$ cat src/rtl/core/dsh_pkg.sv
// Shared types, constants and helper functions of the diamond-square heightmap block.
// No dependencies; every file of the block but dsh_ram and the macros imports this package.
package dsh_pkg;

	localparam int MAX_SIDE_LOG2 = 8;
	localparam int CW    = MAX_SIDE_LOG2 + 1;
	localparam int AW    = 2 * MAX_SIDE_LOG2;
	localparam int LW    = $clog2(MAX_SIDE_LOG2 + 1);
	localparam int HW    = 16;
	localparam int SW    = 16;
	localparam int ROW_W = 8;
	localparam int IDXW  = 2;
	localparam int CFGW  = 16;
	localparam int FRAC  = 14;
	localparam int SUMW  = HW + 2;
	localparam int PRODW = HW + SW + 1;
	localparam int SCLW  = PRODW - FRAC;
	localparam int TOTW  = SCLW + 1;
	localparam int READS = 4;

	localparam logic signed [HW-1:0]   ONE_FX  = HW'(16384);
	localparam logic signed [TOTW-1:0] TOT_ONE = TOTW'(16384);
	localparam logic [3:0] MAX_LG4 = 4'(MAX_SIDE_LOG2);

	localparam logic [IDXW-1:0] REG_SIDE_LOG2  = 2'd0;
	localparam logic [IDXW-1:0] REG_SEED_LOG2  = 2'd1;
	localparam logic [IDXW-1:0] REG_INIT_SCALE = 2'd2;

	localparam logic [3:0]    RST_SIDE_LOG2  = 4'd8;
	localparam logic [3:0]    RST_SEED_LOG2  = 4'd8;
	localparam logic [SW-1:0] RST_INIT_SCALE = 16'd16384;

	typedef enum logic [2:0] {
		PH_SEED    = 3'b001,
		PH_DIAMOND = 3'b010,
		PH_SQUARE  = 3'b100
	} phase_t;

	typedef struct packed {
		logic signed [HW-1:0] random_value;
		logic                 operation;
	} sample_t;

	typedef struct packed {
		logic [ROW_W-1:0]     row;
		logic [ROW_W-1:0]     col;
		logic signed [HW-1:0] height;
		logic                 last;
	} point_t;

	// One point of the map as handed from the sequencer to the datapath.
	typedef struct packed {
		logic [CW-1:0]        row;
		logic [CW-1:0]        col;
		logic [CW-1:0]        half;
		logic [LW-1:0]        lg;
		phase_t               phase;
		logic [SW-1:0]        scale;
		logic signed [HW-1:0] rnd;
		logic                 last;
	} job_t;

	// Linear store address of a point; coordinates wrap around the torus.
	function automatic logic [AW-1:0] cell_addr(logic [CW-1:0] r, logic [CW-1:0] c,
			logic [LW-1:0] lg);
		logic [CW-1:0] m;
		logic [AW-1:0] ra;
		m  = (CW'(1) << lg) - CW'(1);
		ra = AW'(r & m) << lg;
		return ra | AW'(c & m);
	endfunction

	function automatic logic signed [HW-1:0] clamp_one(logic signed [TOTW-1:0] v);
		logic signed [HW-1:0] res;
		if (v > TOT_ONE) begin
			res = ONE_FX;
		end else if (v < -TOT_ONE) begin
			res = -ONE_FX;
		end else begin
			res = HW'(v);
		end
		return res;
	endfunction

endpackage

$ cat src/rtl/core/dsh_oq.sv
// Two-entry output queue that decouples the datapath from a stalled consumer.
// Depends on dsh_pkg.
module dsh_oq (
	input  logic            clk,
	input  logic            arst_n,
	input  logic            push,
	input  dsh_pkg::point_t din,
	input  logic            stall,
	output logic            valid,
	output dsh_pkg::point_t dout
);
	import dsh_pkg::*;

	logic [1:0] cnt_q;
	point_t     head_q;
	point_t     tail_q;
	logic       pop;

	assign valid = (cnt_q != 2'd0);
	assign pop   = valid && !stall;
	assign dout  = head_q;

	always_ff @(posedge clk or negedge arst_n) begin
		if (!arst_n) begin
			cnt_q <= '0;
		end else begin
			cnt_q <= cnt_q + 2'(push) - 2'(pop);
		end
	end

	always_ff @(posedge clk) begin
		if (pop) begin
			if (cnt_q == 2'd2) begin
				head_q <= tail_q;
				if (push) begin
					tail_q <= din;
				end
			end else if (push) begin
				head_q <= din;
			end
		end else if (push) begin
			if (cnt_q == 2'd0) begin
				head_q <= din;
			end else begin
				tail_q <= din;
			end
		end
	end
endmodule

$ cat config.mk
export PLATFORM = sky130hd
export DESIGN_NAME = dsh_oq
export DESIGN_NICKNAME = d
export VERILOG_FILES = /design/src/rtl/core/dsh_pkg.sv /design/src/rtl/core/dsh_oq.sv
export SDC_FILE = /design/constraint.sdc
export NUM_CORES = 1
export LEC_CHECK = 0
export ABC_AREA = 1
export ABC_CLOCK_PERIOD_IN_PS = 4590
export BUFFER_PORTS_ARGS = -buffer_cell sky130_fd_sc_hd__clkbuf_2
export CORE_UTILIZATION = 51
export CTS_CLUSTER_DIAMETER = 60
export DETAILED_ROUTE_END_ITERATION = 10
export GPL_TIMING_DRIVEN = 0
export PLACE_DENSITY_LB_ADDON = 0.12
export SYNTH_ARGS = -nofsm -noshare
export SYNTH_HDL_FRONTEND = slang
export SYNTH_SLANG_ARGS = --single-unit
$ cat constraint.sdc
create_clock -name clk -period 4.59 [get_ports clk]
set_clock_uncertainty 0.1 [all_clocks]
set_input_delay 1.1475 -clock clk [delete_from_list [all_inputs] [get_ports clk]]
set_output_delay 1.1475 -clock clk [all_outputs]
set_load 0.01 [all_outputs]
==> flow_summary.json <==
{
  "status": "complete, no violations",
  "holdPathEnd": "dout[22]",
  "layout-drive-gt1-share_pct": 35.0,
  "die_x_microns": 73.8,
  "max_cap_viol_count": 0,
  "htreeDepth": 3,
  "slowest_delay_ns": 0.43,
  "worst_ep_arrival_time_ns": 1.05,
  "ctsResizeCount": 0,
  "core_sq_mm": 0.00485,
  "finalWirelength_microns": 4760,
  "syn_inst": 194,
  "gp_congestion": 0.707,
  "dieHeight_microns": 73.8,
  "reg2reg_to": "dout[17]",
  "synth.area.top_cells": "edfxtp_1 75%, nand2_1 10%, nand3_1 6.3%",
  "synth_area_per_cell_sq_um": 13.6,
  "grt_max_degree": 34,
  "synth_top_area_share_pct": 75.3,
  "cts.sinks": 68,
  "layout.nets": 313,
  "postCtsSetupBuffers": 0,
  "required_ns": 3.34,
  "worstMarginPinSlew_ns": 0.813,
  "areaGrowthSynthToFinish_pct": 24.5,
  "critPathKind": "flip-flop to primary output",
  "path_cells": "inv_1, nand2_1, clkbuf_2",
  "critPathTopFamily": "flip-flops",
  "first_iter_violations": 84,
  "post_synth_instance_area_sq_mm": 0.00263,
  "setup-tns-final_ns": 0,
  "grt_setup_unrepaired": "false",
  "layout_common_cells": "72 x nand2_1, 70 x clkbuf_2, 66 x edfxtp_1",
  "yosysWarnings": 0,
  "cts_root_buffer": "clkbuf_8",
  "rows": 25,
  "r2r_slack_ns": 2.70,
  "worstSkewPairLatency_ns": 0.33,
  "die_area_sq_mm": 0.00545,
  "cts_buffers": 9,
  "relSlewSlack_pct": 45.8,
  "min_path_cells": 2,
  "portBuffers": 70,
  "vias_per_cell": 4.93,
  "final_max_slew_viol_count": 0,
  "regArea_sq_mm": 0.00203,
  "yosys.cell_types.count": 13,
  "antenna_found_initial": 0,
  "layout_commonest_cell": "nand2_1",
  "first_pass_iters": 4,
  "fillers": 350,
  "dp_hpwl_microns": 3100,
  "worstRegToRegCells": 3,
  "grtUsageTotal_pct": 19.9,
  "grt_pass1_wl_microns": 7600,
  "cts_tree": "built",
  "fin_crit_sh_pct": 50.2,
  "path_clk_slew_ns": 0.07,
  "multi_input_area_sq_um": 502,
  "hold_violations": 0,
  "hold_buffers": 0,
  "synth_seq_cells": 68,
  "setup_viol": 0,
  "max_freq_ghz": 0.434,
  "hp-start": "tail_q[22]",
  "n_antenna_cell": 0,
  "finalCriticalPeriod_ns": 2.30,
  "finalWorstSetupSlack_ns": 2.29,
  "synth-seq-area-share_pct": 77.2,
  "grt_overflow_total": 0,
  "crit_path_max_fanout": 4,
  "clk_path_buf_depth": 2,
  "leakagePower_nw": 1.43,
  "worstHoldPathType": "flip-flop to flip-flop",
  "worst-path-buf-inv": 2,
  "powerDensity_mw_per_mm2": 549,
  "cp-start-kind": "flip-flop",
  "ant_nets": 0,
  "ioPinCount": 71,
  "drc": 0,
  "wire_per_inst_microns": 13.7,
  "peakVddDrop_uv": 316,
  "pre_cts_ws_ns": 2.00,
  "vias": 1709,
  "first_global_vias": 1620,
  "syn_nets": 232,
  "start_util_pct": 54.3,
  "synth_top_cell_by_area": "edfxtp_1",
  "crit_path_top_delay_cell": "dfrtp_1",
  "critPathCaptureType": "primary output",
  "r2r-start": "cnt_q[1]"
}
==> worst max path at each step <==
stage / from / slack [ns] / to / depth (start not counted)
finish: cnt_q[0] / 2.29 / valid / 3
global route: cnt_q[0] / 2.18 / valid / 3
CTS: cnt_q[0] / 2.27 / valid / 3
detailed placement: stall / 2.00 / tail_q[15] / 4
global placement: stall / 1.54 / tail_q[16] / 4
floorplan: stall / 2.04 / tail_q[0] / 3
==> registers in the layout (all words and copies together) (netlist names) <==
name	count
tail_q	33
dout	33
cnt_q	2
==> cell families (layout without fill, tap and decap cells) <==
logic type / after synthesis / count (layout) / synth area share (%)
adder cells (fa/ha/maj): 1 / 1 / 0.475
AND/OR/NAND/NOR: 108 / 108 / 17.7
AO/OA/AOI/OAI: 3 / 3 / 0.760
flip-flops: 68 / 68 / 77.2
buffers and inverters: 14 / 100 / 3.85
==> metal layers <==
| metal | global-route usage (%) | share of wire [%] | up-vias |
|---|---|---|---|
| met3 | 7.41 | 6.7 | 6 |
| met1 | 24.6 | 44 | 795 |
| met4 | 8.97 | 1.2 | 0 |
| met5 | 0 | 0 | - |
| li1 | - | - | 844 |
| met2 | 31.3 | 48 | 64 |
==> power breakdown <==
| part | switching, mW | total [mW] | internal, mW | leakage [nW] |
|---|---|---|---|---|
| clock network | 0.214 | 0.518 | 0.304 | 0.103 |
| logic | 0.247 | 0.380 | 0.133 | 0.680 |
| registers | 0.0411 | 0.899 | 0.858 | 0.649 |
| total | 0.503 | 1.80 | 1.29 | 1.43 |
==> final cells by class <==
cell class,instances,share of cell area (%)
sequential,68,62.0
timing repair buffer,70,10.7
tap,67,2.56
clock inverter,5,2.33
inverter,5,0.573
multi-input combinational,112,15.3
clock buffer,11,4.01
buffer,9,2.52
==> through the flow <==
stage	area (sq um)	utilization, %	instances	power (mW)	hold WS, ns
5_1_grt	3280	67.6	347	1.89	0.461
3_5_place_dp	3070	63.3	331	1.30	0.429
6_report	3280	67.6	347	1.80	0.445
2_1_floorplan	2630	-	194	1.15	0.415
3_3_place_gp	3070	63.3	331	1.29	0.420
4_1_cts	3280	67.6	347	1.81	0.445
==> worst min-delay path: stages, from the launching register on <==
cell      delay, ns
edfxtp_1       0.32
nand3_1        0.07
nand2_1        0.05
==> Yosys cell counts <==
master / number
nand3_2: 2
nand2_1: 72
buf_6: 6
o21a_1: 2
inv_1: 3
edfxtp_1: 66
inv_2: 2
ha_1: 1
dfrtp_1: 2
buf_2: 3
nand3_1: 33
o21ai_0: 1
nor2_4: 1
(Power assumes the default switching activity.)
