--- config.mk ---
export PLATFORM = sky130hd
export DESIGN_NAME = dsh_seq
export DESIGN_NICKNAME = d
export VERILOG_FILES = /design/src/rtl/core/dsh_pkg.sv /design/src/rtl/core/dsh_seq.sv
export SDC_FILE = /design/constraint.sdc
export NUM_CORES = 1
export LEC_CHECK = 0
export CAP_MARGIN = 30
export CORE_UTILIZATION = 45
export CTS_BUF_LIST = sky130_fd_sc_hd__clkbuf_8
export DETAILED_ROUTE_END_ITERATION = 12
export DONT_BUFFER_PORTS = 1
export PLACE_DENSITY = 0.64
export SYNTH_ARGS = -nofsm -noshare
export SYNTH_HDL_FRONTEND = slang
export SYNTH_SLANG_ARGS = --single-unit
--- constraint.sdc ---
create_clock -name clk -period 8.7 [get_ports clk]
set_input_delay 1.305 -clock clk [delete_from_list [all_inputs] [get_ports clk]]
set_output_delay 1.305 -clock clk [all_outputs]
set_load 0.02 [all_outputs]
--- src/rtl/core/dsh_pkg.sv ---
// Shared types, constants and helper functions of the diamond-square heightmap block.
// No dependencies; every file of the block but dsh_ram and the macros imports this package.
package dsh_pkg;

	localparam int MAX_SIDE_LOG2 = 8;
	localparam int CW    = MAX_SIDE_LOG2 + 1;
	localparam int AW    = 2 * MAX_SIDE_LOG2;
	localparam int LW    = $clog2(MAX_SIDE_LOG2 + 1);
	localparam int HW    = 16;
	localparam int SW    = 16;
	localparam int ROW_W = 8;
	localparam int IDXW  = 2;
	localparam int CFGW  = 16;
	localparam int FRAC  = 14;
	localparam int SUMW  = HW + 2;
	localparam int PRODW = HW + SW + 1;
	localparam int SCLW  = PRODW - FRAC;
	localparam int TOTW  = SCLW + 1;
	localparam int READS = 4;

	localparam logic signed [HW-1:0]   ONE_FX  = HW'(16384);
	localparam logic signed [TOTW-1:0] TOT_ONE = TOTW'(16384);
	localparam logic [3:0] MAX_LG4 = 4'(MAX_SIDE_LOG2);

	localparam logic [IDXW-1:0] REG_SIDE_LOG2  = 2'd0;
	localparam logic [IDXW-1:0] REG_SEED_LOG2  = 2'd1;
	localparam logic [IDXW-1:0] REG_INIT_SCALE = 2'd2;

	localparam logic [3:0]    RST_SIDE_LOG2  = 4'd8;
	localparam logic [3:0]    RST_SEED_LOG2  = 4'd8;
	localparam logic [SW-1:0] RST_INIT_SCALE = 16'd16384;

	typedef enum logic [2:0] {
		PH_SEED    = 3'b001,
		PH_DIAMOND = 3'b010,
		PH_SQUARE  = 3'b100
	} phase_t;

	typedef struct packed {
		logic signed [HW-1:0] random_value;
		logic                 operation;
	} sample_t;

	typedef struct packed {
		logic [ROW_W-1:0]     row;
		logic [ROW_W-1:0]     col;
		logic signed [HW-1:0] height;
		logic                 last;
	} point_t;

	// One point of the map as handed from the sequencer to the datapath.
	typedef struct packed {
		logic [CW-1:0]        row;
		logic [CW-1:0]        col;
		logic [CW-1:0]        half;
		logic [LW-1:0]        lg;
		phase_t               phase;
		logic [SW-1:0]        scale;
		logic signed [HW-1:0] rnd;
		logic                 last;
	} job_t;

	// Linear store address of a point; coordinates wrap around the torus.
	function automatic logic [AW-1:0] cell_addr(logic [CW-1:0] r, logic [CW-1:0] c,
			logic [LW-1:0] lg);
		logic [CW-1:0] m;
		logic [AW-1:0] ra;
		m  = (CW'(1) << lg) - CW'(1);
		ra = AW'(r & m) << lg;
		return ra | AW'(c & m);
	endfunction

	function automatic logic signed [HW-1:0] clamp_one(logic signed [TOTW-1:0] v);
		logic signed [HW-1:0] res;
		if (v > TOT_ONE) begin
			res = ONE_FX;
		end else if (v < -TOT_ONE) begin
			res = -ONE_FX;
		end else begin
			res = HW'(v);
		end
		return res;
	endfunction

endpackage

--- src/rtl/core/dsh_seq.sv ---
// Point sequencer: configuration registers and the walk over seed, diamond and square points.
// Depends on dsh_pkg.
module dsh_seq (
	input  logic                     clk,
	input  logic                     arst_n,
	input  logic                     cfg_we,
	input  logic [dsh_pkg::IDXW-1:0] cfg_index,
	input  logic [dsh_pkg::CFGW-1:0] cfg_data,
	input  logic                     take,
	input  dsh_pkg::sample_t         sample,
	output dsh_pkg::job_t            job
);
	import dsh_pkg::*;

	logic [3:0]    side_cfg_q;
	logic [3:0]    seed_cfg_q;
	logic [SW-1:0] scale_cfg_q;
	logic [LW-1:0] map_lg_q;
	logic [LW-1:0] sp_lg_q;
	logic [CW-1:0] row_q;
	logic [CW-1:0] col_q;
	phase_t        phase_q;
	logic [SW-1:0] scale_q;
	logic          pend_q;

	logic          start;
	logic [3:0]    side_sat;
	logic [3:0]    seed_sat;
	logic [LW-1:0] lg;
	logic [LW-1:0] sp_lg;
	logic [LW-1:0] nxt_sp_lg;
	logic [CW-1:0] side;
	logic [CW-1:0] spacing;
	logic [CW-1:0] half;
	logic [CW-1:0] r;
	logic [CW-1:0] c;
	logic [CW-1:0] r_step;
	logic [CW-1:0] c_step;
	logic [CW-1:0] r_half;
	logic [CW-1:0] nxt_r;
	logic [CW-1:0] nxt_c;
	logic [SW-1:0] scale;
	logic [SW-1:0] nxt_scale;
	phase_t        ph;
	phase_t        nxt_ph;
	logic          done;

	always_ff @(posedge clk or negedge arst_n) begin
		if (!arst_n) begin
			side_cfg_q  <= RST_SIDE_LOG2;
			seed_cfg_q  <= RST_SEED_LOG2;
			scale_cfg_q <= RST_INIT_SCALE;
		end else if (cfg_we) begin
			unique case (cfg_index)
				REG_SIDE_LOG2:  side_cfg_q  <= cfg_data[3:0];
				REG_SEED_LOG2:  seed_cfg_q  <= cfg_data[3:0];
				REG_INIT_SCALE: scale_cfg_q <= cfg_data[SW-1:0];
				default: ;
			endcase
		end
	end

	// A new map latches the saturated configuration.
	assign start    = sample.operation || pend_q;
	assign side_sat = (side_cfg_q < 4'd1) ? 4'd1 :
	                  (side_cfg_q > MAX_LG4) ? MAX_LG4 : side_cfg_q;
	assign seed_sat = (seed_cfg_q < 4'd1) ? 4'd1 :
	                  (seed_cfg_q > side_sat) ? side_sat : seed_cfg_q;

	assign lg    = start ? LW'(side_sat) : map_lg_q;
	assign sp_lg = start ? LW'(seed_sat) : sp_lg_q;
	assign scale = start ? scale_cfg_q : scale_q;
	assign ph    = start ? PH_SEED : phase_q;
	assign r     = start ? '0 : row_q;
	assign c     = start ? '0 : col_q;

	assign side    = CW'(1) << lg;
	assign spacing = CW'(1) << sp_lg;
	assign half    = spacing >> 1;
	assign r_step  = r + spacing;
	assign c_step  = c + spacing;
	assign r_half  = r + half;

	always_comb begin
		nxt_r     = r;
		nxt_c     = c;
		nxt_ph    = ph;
		nxt_sp_lg = sp_lg;
		nxt_scale = scale;
		done      = 1'b0;
		unique case (ph)
			PH_SEED: begin
				nxt_c = c_step;
				if (c_step >= side) begin
					nxt_c = '0;
					nxt_r = r_step;
					if (r_step >= side) begin
						nxt_ph = PH_DIAMOND;
						nxt_r  = half;
						nxt_c  = half;
					end
				end
			end
			PH_DIAMOND: begin
				nxt_r = r_step;
				if (r_step >= side) begin
					nxt_r = half;
					nxt_c = c_step;
					if (c_step >= side) begin
						nxt_ph = PH_SQUARE;
						nxt_r  = '0;
						nxt_c  = half;
					end
				end
			end
			PH_SQUARE: begin
				nxt_c = c_step;
				if (c_step >= side) begin
					nxt_r = r_half;
					if (r_half >= side) begin
						nxt_scale = scale >> 1;
						nxt_sp_lg = sp_lg - LW'(1);
						if (sp_lg == LW'(1)) begin
							done = 1'b1;
						end else begin
							nxt_ph = PH_DIAMOND;
							nxt_r  = half >> 1;
							nxt_c  = half >> 1;
						end
					end else begin
						// Square rows alternate between offset zero and offset half.
						nxt_c = (r_half + half) & (spacing - CW'(1));
					end
				end
			end
			default: ;
		endcase
	end

	always_ff @(posedge clk or negedge arst_n) begin
		if (!arst_n) begin
			map_lg_q <= LW'(MAX_SIDE_LOG2);
			sp_lg_q  <= LW'(MAX_SIDE_LOG2);
			row_q    <= '0;
			col_q    <= '0;
			phase_q  <= PH_SEED;
			scale_q  <= RST_INIT_SCALE;
			pend_q   <= 1'b1;
		end else if (take) begin
			map_lg_q <= lg;
			sp_lg_q  <= nxt_sp_lg;
			row_q    <= nxt_r;
			col_q    <= nxt_c;
			phase_q  <= nxt_ph;
			scale_q  <= nxt_scale;
			pend_q   <= done;
		end
	end

	assign job.row   = r;
	assign job.col   = c;
	assign job.half  = half;
	assign job.lg    = lg;
	assign job.phase = ph;
	assign job.scale = scale;
	assign job.rnd   = sample.random_value;
	assign job.last  = done;
endmodule

==> reports/results.ini, run 1 <==
[outcome]
status=complete, no violations

[detailed_routing]
via_per_inst=6.29
wirelength_um=22900
ant_nets=0
wl_per_cell_um=21.7
drt_iter0_drc=656
routed-via-count=6633
route.detailed.drc=0
dr.pass1.iters=6

[finish]
fin_nets=969
area_growth_pct=5.32
postLayoutCellArea_um2=7360
fillers=1542
insertedDiodeCount=0
drive_gt1_share_pct=11.8

[floorplanning]
die-area_um2=16000
die_y_um=127
start_util_pct=45.9
die_x_um=127
core_um2=15200
num_rows=45
io_pins=106

[synthesis]
syn_avg_cell_area_um2=7.88
synth-edff-count=0
syn_area_um2=6980
async_reset_ff_share_pct=100
yosysMostFrequentCell=nand2_1
synth_top_area_cell=dfrtp_1
yosys-top-cells-count=nand2_1 (152), o21ai_0 (73), ha_1 (66)
synth_cells=886
synth_cell_types=74
synthTopCellsByArea=dfrtp_1 (22%), ha_1 (12%), nand2_1 (8.2%), o21ai_0 (5.2%), mux2_2 (4.7%)
syn-num-nets=993
synth-seq-cells=70
ys_warn_count=0
netlist.area_leader.share_pct=22.2
synth_top_flop_cell=dfrtp_1
synth-seq-area-share_pct=25.2

[sta]
slew_headroom_pct=35.2
clock-skew-final_ps=12.6
fin_hold_ws_ps=482
worst_pin_slew_ps=971
finalHoldViolCount=0
min_period_ps=8130
fmax_mhz=123
finalCritPeriodShare_pct=93.5
drv_slew=0
tns_ps=0
setup_violations=0
rsz0062_at_grt=no

[hold_path]
hold_class=flop to flop

[placement]
gp_congestion=0.966
dp_hpwl_um=17300
placed_area_um2=7120
io_buffers=0

[setup_path]
worstPathRequired_ps=7390
worstSetupPathType=flop to primary output
max_stage_delay_ps=530
worst_ep_arrival_time_ps=6830
crit_top_cell=nand2_1
critical_path.max_fanout=18
cp_slowest_cell=dfstp_2
startpoint_type=flop
cp-end-kind=primary output

[clock_network]
cts_root_buffer=clkbuf_8
clk_pin_slew_worst_paths_ps=70
clockBufferDepth=2
hold_buffers=0
htree_num_levels=3
cts_made_buffers=9
cts.sinks=70
tritoncts=yes
clock_latency_ps=360

[grt]
grt_max_degree=71
gr-total-overflow=0
antenna_found_initial=0
grt_pass1_vias=6443
grt_pass1_wl_um=35800
track_usage_pct=29.3

[power_and_ir_drop]
powerDensity_nw_per_um2=408
p_leak_nw=3.50
irDropWorstVdd_mv=0.193
total_power_mw=3.00

[job]
cap_violations=0

## cells by family (layout without fill, tap and decap cells)
kind of cell | after synthesis | count (layout) | synth area share, %
AOI/OAI and AO/OA | 253 | 253 | 23.9
xor gates and xnor gates | 40 | 40 | 5.02
adders and majority gates | 69 | 69 | 12.6
buffers and inverters | 101 | 82 | 6.52
DFF | 70 | 70 | 25.2
muxes | 47 | 47 | 7.26
other | 1 | 1 | 0.0537
and+or+nand+nor | 305 | 305 | 19.5
## critical path, delay by kind of cell (launching register included)
kind | cells | cell delay (ps)
flops | 1 | 530
compound gates | 11 | 1960
buf+inv | 6 | 840
xor+xnor | 1 | 180
simple gates | 11 | 1530
fa+ha+maj | 5 | 1430
## metal layers
layer / wire length, um / share of wire [%] / vias to the layer above / GRT usage, %
met5: 0 / 0 / - / 0
met4: 780 / 3.4 / 0 / 12.3
met3: 2100 / 9.2 / 50 / 6.96
met2: 9920 / 43 / 295 / 45.4
met1: 10100 / 44 / 3169 / 39.1
li1: - / - / 3119 / -
## final timing paths
| check | startpoint | end | slack [ps] | cells past startpoint |
|---|---|---|---|---|
| worst max register to register | side_cfg_q[3] | row_q[3] | 1190 | 36 |
| min in group asynchronous | arst_n | col_q[4] | 630 | 0 |
| worst min register to register | map_lg_q[0] | map_lg_q[0] | 480 | 2 |
| worst max-delay path | side_cfg_q[3] | job[0] | 570 | 34 |
| worst min-delay path | map_lg_q[0] | map_lg_q[0] | 480 | 2 |
| max in group asynchronous | arst_n | seed_cfg_q[3] | 7840 | 0 |
## repair_timing
action | CTS | global route
gates resized for setup | 0 | 4
endpoints found under the hold margin | 0 | 0
endpoints found under the setup margin | 0 | 1
setup buffers | 0 | 0
## power by group
part,total [mW],switching [mW],leakage (nW),internal [mW]
sequential,0.497,0.0653,0.850,0.432
combinational,2.20,1.46,2.54,0.739
clock,0.299,0.137,0.109,0.162
## state kept, by name, summed over array words and instances, names as in the netlist
register     count
col_q            9
map_lg_q         4
pend_q           1
phase_q          3
row_q            9
scale_cfg_q     16
scale_q         16
seed_cfg_q       4
side_cfg_q       4
sp_lg_q          4
## metrics by stage
| step | std cells | util, % | setup slack [ps] |
|---|---|---|---|
| 2_1_floorplan | 886 | - | 1050 |
| 3_3_place_gp | 1039 | 46.8 | 814 |
| 5_1_grt | 1055 | 48.4 | 76.8 |
| 3_5_place_dp | 1039 | 46.8 | 627 |
| 4_1_cts | 1055 | 48.3 | 213 |
| 6_report | 1055 | 48.4 | 569 |
## layout make-up
class | instances | area, um^2 | area share [%]
Timing Repair Buffer | 27 | 203 | 2.76
Inverter | 39 | 146 | 1.99
Sequential cell | 70 | 1760 | 23.9
Multi-Input combinational cell | 715 | 4790 | 65.1
Tap cell | 188 | 235 | 3.20
Clock inverter | 7 | 98.8 | 1.34
Clock buffer | 9 | 124 | 1.68
## cell usage in the layout, fill, tap and decap left out, types with 4 or more instances in the layout
cell	count
o21ai_1	5
clkbuf_8	9
dfstp_2	8
mux2i_1	18
xnor2_1	26
dfrtp_1	62
a31oi_1	11
and3_1	7
and2_1	16
a21o_1	13
a21oi_1	64
nor3_1	14
nor2_1	57
or3_1	8
mux2_2	29
o22ai_1	6
nand2b_1	9
nand4_1	6
xor2_1	14
o41ai_1	4
inv_1	38
ha_1	66
o21a_1	7
a211o_1	5
a211oi_1	10
o211ai_1	4
nand2_1	152
buf_4	27
nand3_1	12
nor2b_1	7
a221oi_1	6
o21ai_0	71
Power figures use the tool's default switching activity.
==> run 2: changes to the inputs <==
--- a/config.mk
+++ b/config.mk
@@ -5,12 +5,12 @@
 export SDC_FILE = /design/constraint.sdc
 export NUM_CORES = 1
 export LEC_CHECK = 0
+export BUFFER_PORTS_ARGS = -buffer_cell sky130_fd_sc_hd__buf_2
 export CAP_MARGIN = 30
 export CORE_UTILIZATION = 45
 export CTS_BUF_LIST = sky130_fd_sc_hd__clkbuf_8
 export DETAILED_ROUTE_END_ITERATION = 12
-export DONT_BUFFER_PORTS = 1
-export PLACE_DENSITY = 0.64
+export PLACE_DENSITY = 0.69
 export SYNTH_ARGS = -nofsm -noshare
 export SYNTH_HDL_FRONTEND = slang
 export SYNTH_SLANG_ARGS = --single-unit
==> run 2 against run 1 <==
  * Sequential power about the same
  * Flip-flop and latch count unchanged
  * Via count increased by 3.8%
  * Clock power decreased by 4%
  * Maximum frequency decreased by 0.42%
  * Register-to-register slack got worse by 140 ps
  * Worst hold slack improved by 4.7 ps
  * Clock-buffer cell count increased by 2
  * Final cell count increased by 6.4%
  * Critical path type unchanged
==> reports/results.ini, run 2 (synthesized netlist as in run 1, its figures left out) <==
[clock_network]
cts_root_buffer=clkbuf_8  ; unchanged
cts.sinks=70  ; unchanged
hold_buffers=0  ; unchanged
cts_made_buffers=9  ; unchanged
htree_num_levels=3  ; unchanged
clockBufferDepth=2  ; unchanged
clk_pin_slew_worst_paths_ps=90  ; was 70 ps
tritoncts=yes  ; unchanged
clock_latency_ps=360  ; about the same

[sta]
slew_headroom_pct=37.4  ; was 35.2%
worst_pin_slew_ps=932  ; was 971 ps
clock-skew-final_ps=19.9  ; was 12.6 ps
finalHoldViolCount=0  ; unchanged
fin_ws_ps=534  ; was 569 ps
rsz0062_at_grt=no  ; unchanged
drv_slew=0  ; unchanged
finalCritPeriodShare_pct=93.9  ; was 93.5%
min_period_ps=8170  ; was 8130 ps
fmax_mhz=122  ; was 123 MHz
setup_violations=0  ; unchanged
tns_ps=0  ; unchanged

[outcome]
status=complete, no violations  ; unchanged

[finish]
area_growth_pct=9.98  ; was 5.32%
insertedDiodeCount=0  ; unchanged
layout_common_cells=nand2_1 (151), buf_2 (72), o21ai_0 (71), ha_1 (66), a21oi_1 (64)  ; was nand2_1 (152), o21ai_0 (71), ha_1 (66), a21oi_1 (64), dfrtp_1 (62)
postLayoutCellArea_um2=7680  ; was 7360 um^2
drive_gt1_share_pct=18.0  ; was 11.8%
largestRegisters=scale_cfg_q (16), scale_q (16)  ; unchanged
fillers=1525  ; was 1,542
fin_nets=1036  ; was 969
finalNonFillerCells=1122  ; was 1,055
layout_commonest_cell=nand2_1  ; unchanged

[setup_path]
path_buf_inv=9  ; was 6
critPathTopFamily=compound AO/OA/AOI/OAI gates  ; unchanged
worst_ep_arrival_time_ps=6860  ; was 6830 ps
path_depth=35  ; was 34
critical_path.max_fanout=18  ; unchanged
reg2regPathDepth=37  ; was 36
worstSetupPathType=flop to primary output  ; unchanged
startpoint_type=flop  ; unchanged
max_stage_delay_ps=540  ; was 530 ps
cp-end-kind=primary output  ; unchanged
cp_slowest_cell=dfstp_2  ; unchanged
worstPathRequired_ps=7390  ; about the same

[floorplanning]
num_rows=45  ; unchanged
core_um2=15200  ; unchanged
start_util_pct=45.9  ; unchanged
die-area_um2=16000  ; unchanged
io_pins=106  ; unchanged
die_x_um=127  ; unchanged
die_y_um=127  ; unchanged

[detailed_routing]
wl_per_cell_um=20.8  ; was 21.7 um
via_per_inst=6.14  ; was 6.29
routed-via-count=6886  ; was 6,633
dr.pass1.iters=6  ; unchanged
wirelength_um=23300  ; was 22,900 um
route.detailed.drc=0  ; unchanged
drt_iter0_drc=660  ; was 656
ant_nets=0  ; unchanged

[grt]
antenna_found_initial=0  ; unchanged
gr-total-overflow=0  ; unchanged
track_usage_pct=29.8  ; was 29.3%
grt_max_degree=71  ; unchanged
grt_pass1_wl_um=36700  ; was 35,800 um
grt_pass1_vias=6530  ; was 6,443

[power_and_ir_drop]
p_int_mw=1.34  ; was 1.33 mW
switchingPower_mw=1.71  ; was 1.67 mW
total_power_mw=3.05  ; was 3.00 mW
irDropWorstVdd_mv=0.243  ; was 0.193 mV
clockPowerShare_pct=9.4  ; was 10.0%
powerDensity_nw_per_um2=397  ; was 408 nW/um^2
swShare_pct=56.0  ; was 55.5%
combPwrFrac_pct=74.2  ; was 73.4%
seq_power_share_pct=16.4  ; was 16.6%
p_leak_nw=3.80  ; was 3.50 nW

[placement]
dp_hpwl_um=18000  ; was 17,300 um
place_inst=1105  ; was 1,039
gp_congestion=0.997  ; was 0.966
io_buffers=72  ; was 0
dp_slack_ps=713  ; was 627 ps
placed_area_um2=7440  ; was 7120 um^2

[hold_path]
hold_path_depth=2  ; unchanged
hold_class=flop to flop  ; unchanged

[job]
cap_violations=0  ; unchanged

## run 2: changes by cell type in the layout (fill, tap and decap cells not counted), moves of 2 or more
cell	before	now
inv_6	0	2
clkbuf_8	9	11
clkinv_4	3	1
buf_4	27	21
buf_2	0	72
## run 2: stage by stage
| stage | hold WS (ps) | util, % |
|---|---|---|
| 2_1_floorplan | 448 | - |
| 3_3_place_gp | 462 | 48.9 |
| 3_5_place_dp | 472 | 48.9 |
| 4_1_cts | 489 | 50.3 |
| 5_1_grt | 508 | 50.5 |
| 6_report | 487 | 50.5 |
## run 2: layout make-up
cell class / instances / area, um^2 / share of cell area [%]
multi-input combinational: 715 / 4780 / 62.2
sequential: 70 / 1760 / 22.9
timing repair buffer: 94 / 546 / 7.10
tap: 188 / 235 / 3.06
clock buffer: 11 / 151 / 1.97
inverter: 39 / 146 / 1.91
clock inverter: 5 / 63.8 / 0.831
## run 2: power groups by stage
stage          Combinational (mW)  Sequential (mW)  Clock (mW)
2_1_floorplan                1.55            0.478           0
3_3_place_gp                 2.22            0.500           0
3_5_place_dp                 2.19            0.503           0
4_1_cts                      2.20            0.498       0.294
5_1_grt                      2.44            0.512       0.309
6_report                     2.26            0.499       0.288
## run 2: repair_timing
item                       4_1_cts  5_1_grt
buffers inserted                 0        0
setup endpoints to repair        0        1
resized for setup                0        2
## run 2: final timing paths
path / startpoint / slack (ps) / to
setup reg to reg: side_cfg_q[3] / 1050 / row_q[3]
setup / recovery: side_cfg_q[3] / 530 / job[0]
max in group asynchronous: arst_n / 7390 / sp_lg_q[3]
min in group asynchronous: arst_n / 940 / row_q[6]
hold / removal: map_lg_q[3] / 490 / map_lg_q[3]
hold reg to reg: map_lg_q[3] / 490 / map_lg_q[3]
## run 2: worst min-delay path, delay by kind of cell (launching register included)
kind             cells  cell delay, ps
AND/OR/NAND/NOR      1              40
AO/OA/AOI/OAI        1              70
flip-flops           1             380
## run 2: per-layer routing
| metal | share of wire, % | up-vias | GRT usage, % | routed length [um] |
|---|---|---|---|---|
| li1 | - | 3253 | - | - |
| met1 | 45 | 3228 | 41.4 | 10500 |
| met2 | 43 | 346 | 45.3 | 9910 |
| met3 | 8.0 | 59 | 4.56 | 1870 |
| met4 | 4.3 | 0 | 14.4 | 992 |
| met5 | 0 | - | 0 | 0 |
==> run 3: changes to the inputs <==
--- a/config.mk
+++ b/config.mk
@@ -5,11 +5,14 @@
 export SDC_FILE = /design/constraint.sdc
 export NUM_CORES = 1
 export LEC_CHECK = 0
+export ABC_AREA = 1
 export BUFFER_PORTS_ARGS = -buffer_cell sky130_fd_sc_hd__buf_2
 export CAP_MARGIN = 30
+export CORE_ASPECT_RATIO = 0.7
 export CORE_UTILIZATION = 45
 export CTS_BUF_LIST = sky130_fd_sc_hd__clkbuf_8
 export DETAILED_ROUTE_END_ITERATION = 12
+export GPL_ROUTABILITY_DRIVEN = 0
 export PLACE_DENSITY = 0.69
 export SYNTH_ARGS = -nofsm -noshare
 export SYNTH_HDL_FRONTEND = slang
==> run 3 against run 2 <==
  * Routed wire length rose by 7.3%
  * Register-to-register slack gained 250 ps
  * Via count is 17% higher
  * Flip-flop and latch count unchanged
  * Utilization down 0.18 points
  * Synthesized cell count is 35% higher
==> reports/results.ini, run 3 <==
[hold_path]
hold_path_depth=2  ; unchanged
hold_class=flop to flop  ; unchanged

[synthesis]
async_reset_ff_share_pct=100  ; unchanged
synth_top_flop_cell=dfrtp_1  ; unchanged
netlist.area_leader.share_pct=20.6  ; was 22.2%
synth_cell_types=50  ; was 74
synth-seq-cells=70  ; unchanged
synth-seq-area-share_pct=23.4  ; was 25.2%
synth_top_area_cell=dfrtp_1  ; unchanged
synth_cells=1192  ; was 886
syn_area_um2=7510  ; was 6980 um^2
synth-edff-count=0  ; unchanged
synthTopCellsByArea=dfrtp_1 (21%), nand2_1 (16%), ha_1 (11%), inv_1 (8.4%), o21ai_0 (7.9%)  ; was dfrtp_1 (22%), ha_1 (12%), nand2_1 (8.2%), o21ai_0 (5.2%), mux2_2 (4.7%)
syn-num-nets=1299  ; was 993
yosys-top-cells-count=nand2_1 (325), inv_1 (169), o21ai_0 (119)  ; was nand2_1 (152), o21ai_0 (73), ha_1 (66)
ys_warn_count=0  ; unchanged
yosysMostFrequentCell=nand2_1  ; unchanged
syn_avg_cell_area_um2=6.30  ; was 7.88 um^2

[setup_path]
cp-end-kind=primary output  ; unchanged
startpoint_type=flop  ; unchanged
worst_ep_arrival_time_ps=6660  ; was 6860 ps
critical_path.max_fanout=8  ; was 18
crit_top_cell=inv_1
cp_slowest_cell=dfstp_2  ; unchanged
max_stage_delay_ps=570  ; was 540 ps
worstPathRequired_ps=7390  ; about the same
reg2regPathDepth=44  ; was 37
worstSetupPathType=flop to primary output  ; unchanged

[clock_network]
clock_latency_ps=360  ; about the same
tritoncts=yes  ; unchanged
htree_num_levels=3  ; unchanged
cts_resized=0  ; unchanged
cts_setup_buffers=0  ; unchanged
clockBufferDepth=2  ; unchanged
cts.sinks=70  ; unchanged
cts_root_buffer=clkbuf_8  ; unchanged
cts_made_buffers=9  ; unchanged
hold_buffers=0  ; unchanged
clk_pin_slew_worst_paths_ps=90  ; about the same

[floorplanning]
io_pins=106  ; unchanged
num_rows=39  ; was 45
core_um2=16300  ; was 15,200 um^2
die_x_um=156  ; was 127 um
die-area_um2=17200  ; was 16,000 um^2
die_y_um=110  ; was 127 um
start_util_pct=46.1  ; was 45.9%

[job]
cap_violations=0  ; unchanged

[detailed_routing]
drt_iter0_drc=1010  ; was 660
ant_nets=0  ; unchanged
route.detailed.drc=0  ; unchanged
wl_per_cell_um=17.1  ; was 20.8 um
wirelength_um=25000  ; was 23,300 um
dr.pass1.iters=6  ; unchanged
routed-via-count=8091  ; was 6,886
via_per_inst=5.52  ; was 6.14

[finish]
finalCoreUtilization_pct=50.3  ; was 50.5%
drive_gt1_share_pct=12.3  ; was 18.0%
layout_commonest_cell=nand2_1  ; unchanged
layout_common_cells=nand2_1 (325), inv_1 (169), o21ai_0 (119), nand3_1 (93), nor2_1 (92)  ; was nand2_1 (151), buf_2 (72), o21ai_0 (71), ha_1 (66), a21oi_1 (64)
fin_nets=1342  ; was 1,036
multiInputGateArea_um2=4800  ; was 4780 um^2
fillers=1701  ; was 1,525
finalNonFillerCells=1465  ; was 1,122
largestRegisters=scale_cfg_q (16), scale_q (16)  ; unchanged
regArea_um2=1760  ; unchanged
insertedDiodeCount=0  ; unchanged
area_growth_pct=9.21  ; was 9.98%

[grt]
grt_max_degree=71  ; unchanged
gr-total-overflow=0  ; unchanged
track_usage_pct=30.4  ; was 29.8%
grt_pass1_vias=7401  ; was 6,530
antenna_found_initial=0  ; unchanged
grt_pass1_wl_um=39700  ; was 36,700 um

[sta]
min_period_ps=7960  ; was 8170 ps
setup_violations=0  ; unchanged
worst_pin_slew_ps=967  ; was 932 ps
drv_slew=0  ; unchanged
finalHoldViolCount=0  ; unchanged
clock-skew-final_ps=14.6  ; was 19.9 ps
fin_hold_ws_ps=479  ; was 487 ps
fmax_mhz=126  ; was 122 MHz
tns_ps=0  ; unchanged
finalCritPeriodShare_pct=91.5  ; was 93.9%
rsz0062_at_grt=no  ; unchanged
slew_headroom_pct=35.4  ; was 37.4%

[power_and_ir_drop]
switchingPower_mw=2.05  ; was 1.71 mW
swShare_pct=60.5  ; was 56.0%
clockPowerShare_pct=9.0  ; was 9.4%
irDropWorstVdd_mv=0.243  ; about the same
total_power_mw=3.39  ; was 3.05 mW
seq_power_share_pct=13.7  ; was 16.4%
powerDensity_nw_per_um2=414  ; was 397 nW/um^2
p_int_mw=1.34  ; about the same
p_leak_nw=4.65  ; was 3.80 nW
combPwrFrac_pct=77.3  ; was 74.2%

[placement]
place_inst=1449  ; was 1,105
dp_hpwl_um=19400  ; was 18,000 um
io_buffers=72  ; unchanged

[outcome]
status=complete, no violations  ; unchanged

run 3: final timing paths:
check | to | from | slack, ps
worst max-delay path | job[0] | side_cfg_q[3] | 740
worst min-delay path | sp_lg_q[3] | sp_lg_q[3] | 480
worst max register to register | row_q[8] | side_cfg_q[3] | 1300
worst min register to register | sp_lg_q[3] | sp_lg_q[3] | 480
max in group asynchronous | scale_q[0] | arst_n | 7050
min in group asynchronous | col_q[7] | arst_n | 1050
run 3: kinds of logic (layout without fill, tap and decap cells):
family / Yosys count / after routing / share of synthesized area, %
xor gates and xnor gates: 16 / 16 / 1.87
muxes: 12 / 12 / 1.80
buffers and inverters: 233 / 281 / 12.7
AOI/OAI and AO/OA: 236 / 236 / 16.9
other: 1 / 1 / 0.0499
DFF: 70 / 70 / 23.4
and+or+nand+nor: 556 / 556 / 31.7
adders and majority gates: 68 / 68 / 11.5
run 3: power by group through the flow:
stage / Clock (mW) / Combinational, mW / Sequential, mW
floorplan: 0 / 1.79 / 0.459
global placement: 0 / 2.48 / 0.468
detailed placement: 0 / 2.50 / 0.469
CTS: 0.312 / 2.51 / 0.464
global route: 0.326 / 2.88 / 0.475
finish: 0.306 / 2.62 / 0.465
run 3: metrics by stage:
stage	worst slack (ps)	area (um^2)
2_1_floorplan	1800	7510
3_3_place_gp	1310	7980
3_5_place_dp	1100	7980
4_1_cts	897	8210
5_1_grt	72.2	8210
6_report	736	8210
run 3: per-layer routing:
layer / share of wire (%) / wire length (um) / vias to the layer above / global-route usage, %
li1: - / - / 3939 / -
met1: 47 / 11800 / 3630 / 45.3
met2: 37 / 9300 / 473 / 40.5
met3: 13 / 3290 / 49 / 9.30
met4: 2.5 / 617 / 0 / 10.0
met5: 0 / 0 / - / 0
run 3: worst max-delay path, delay by kind of cell, from the launching register on:
| kind | cells | cell delay, ps |
|---|---|---|
| and+or+nand+nor | 17 | 1800 |
| adders and majority gates | 4 | 1070 |
| xor gates and xnor gates | 1 | 300 |
| buffers and inverters | 10 | 1170 |
| DFF | 1 | 570 |
| AOI/OAI and AO/OA | 6 | 1370 |
run 3: layout make-up:
class | count | share of cell area (%)
clock buffers | 9 | 1.51
inverters | 180 | 8.23
multi-input cells | 889 | 58.5
flip-flops and latches | 70 | 21.5
clock inverters | 7 | 1.25
repair buffers | 85 | 5.61
well taps | 225 | 3.43
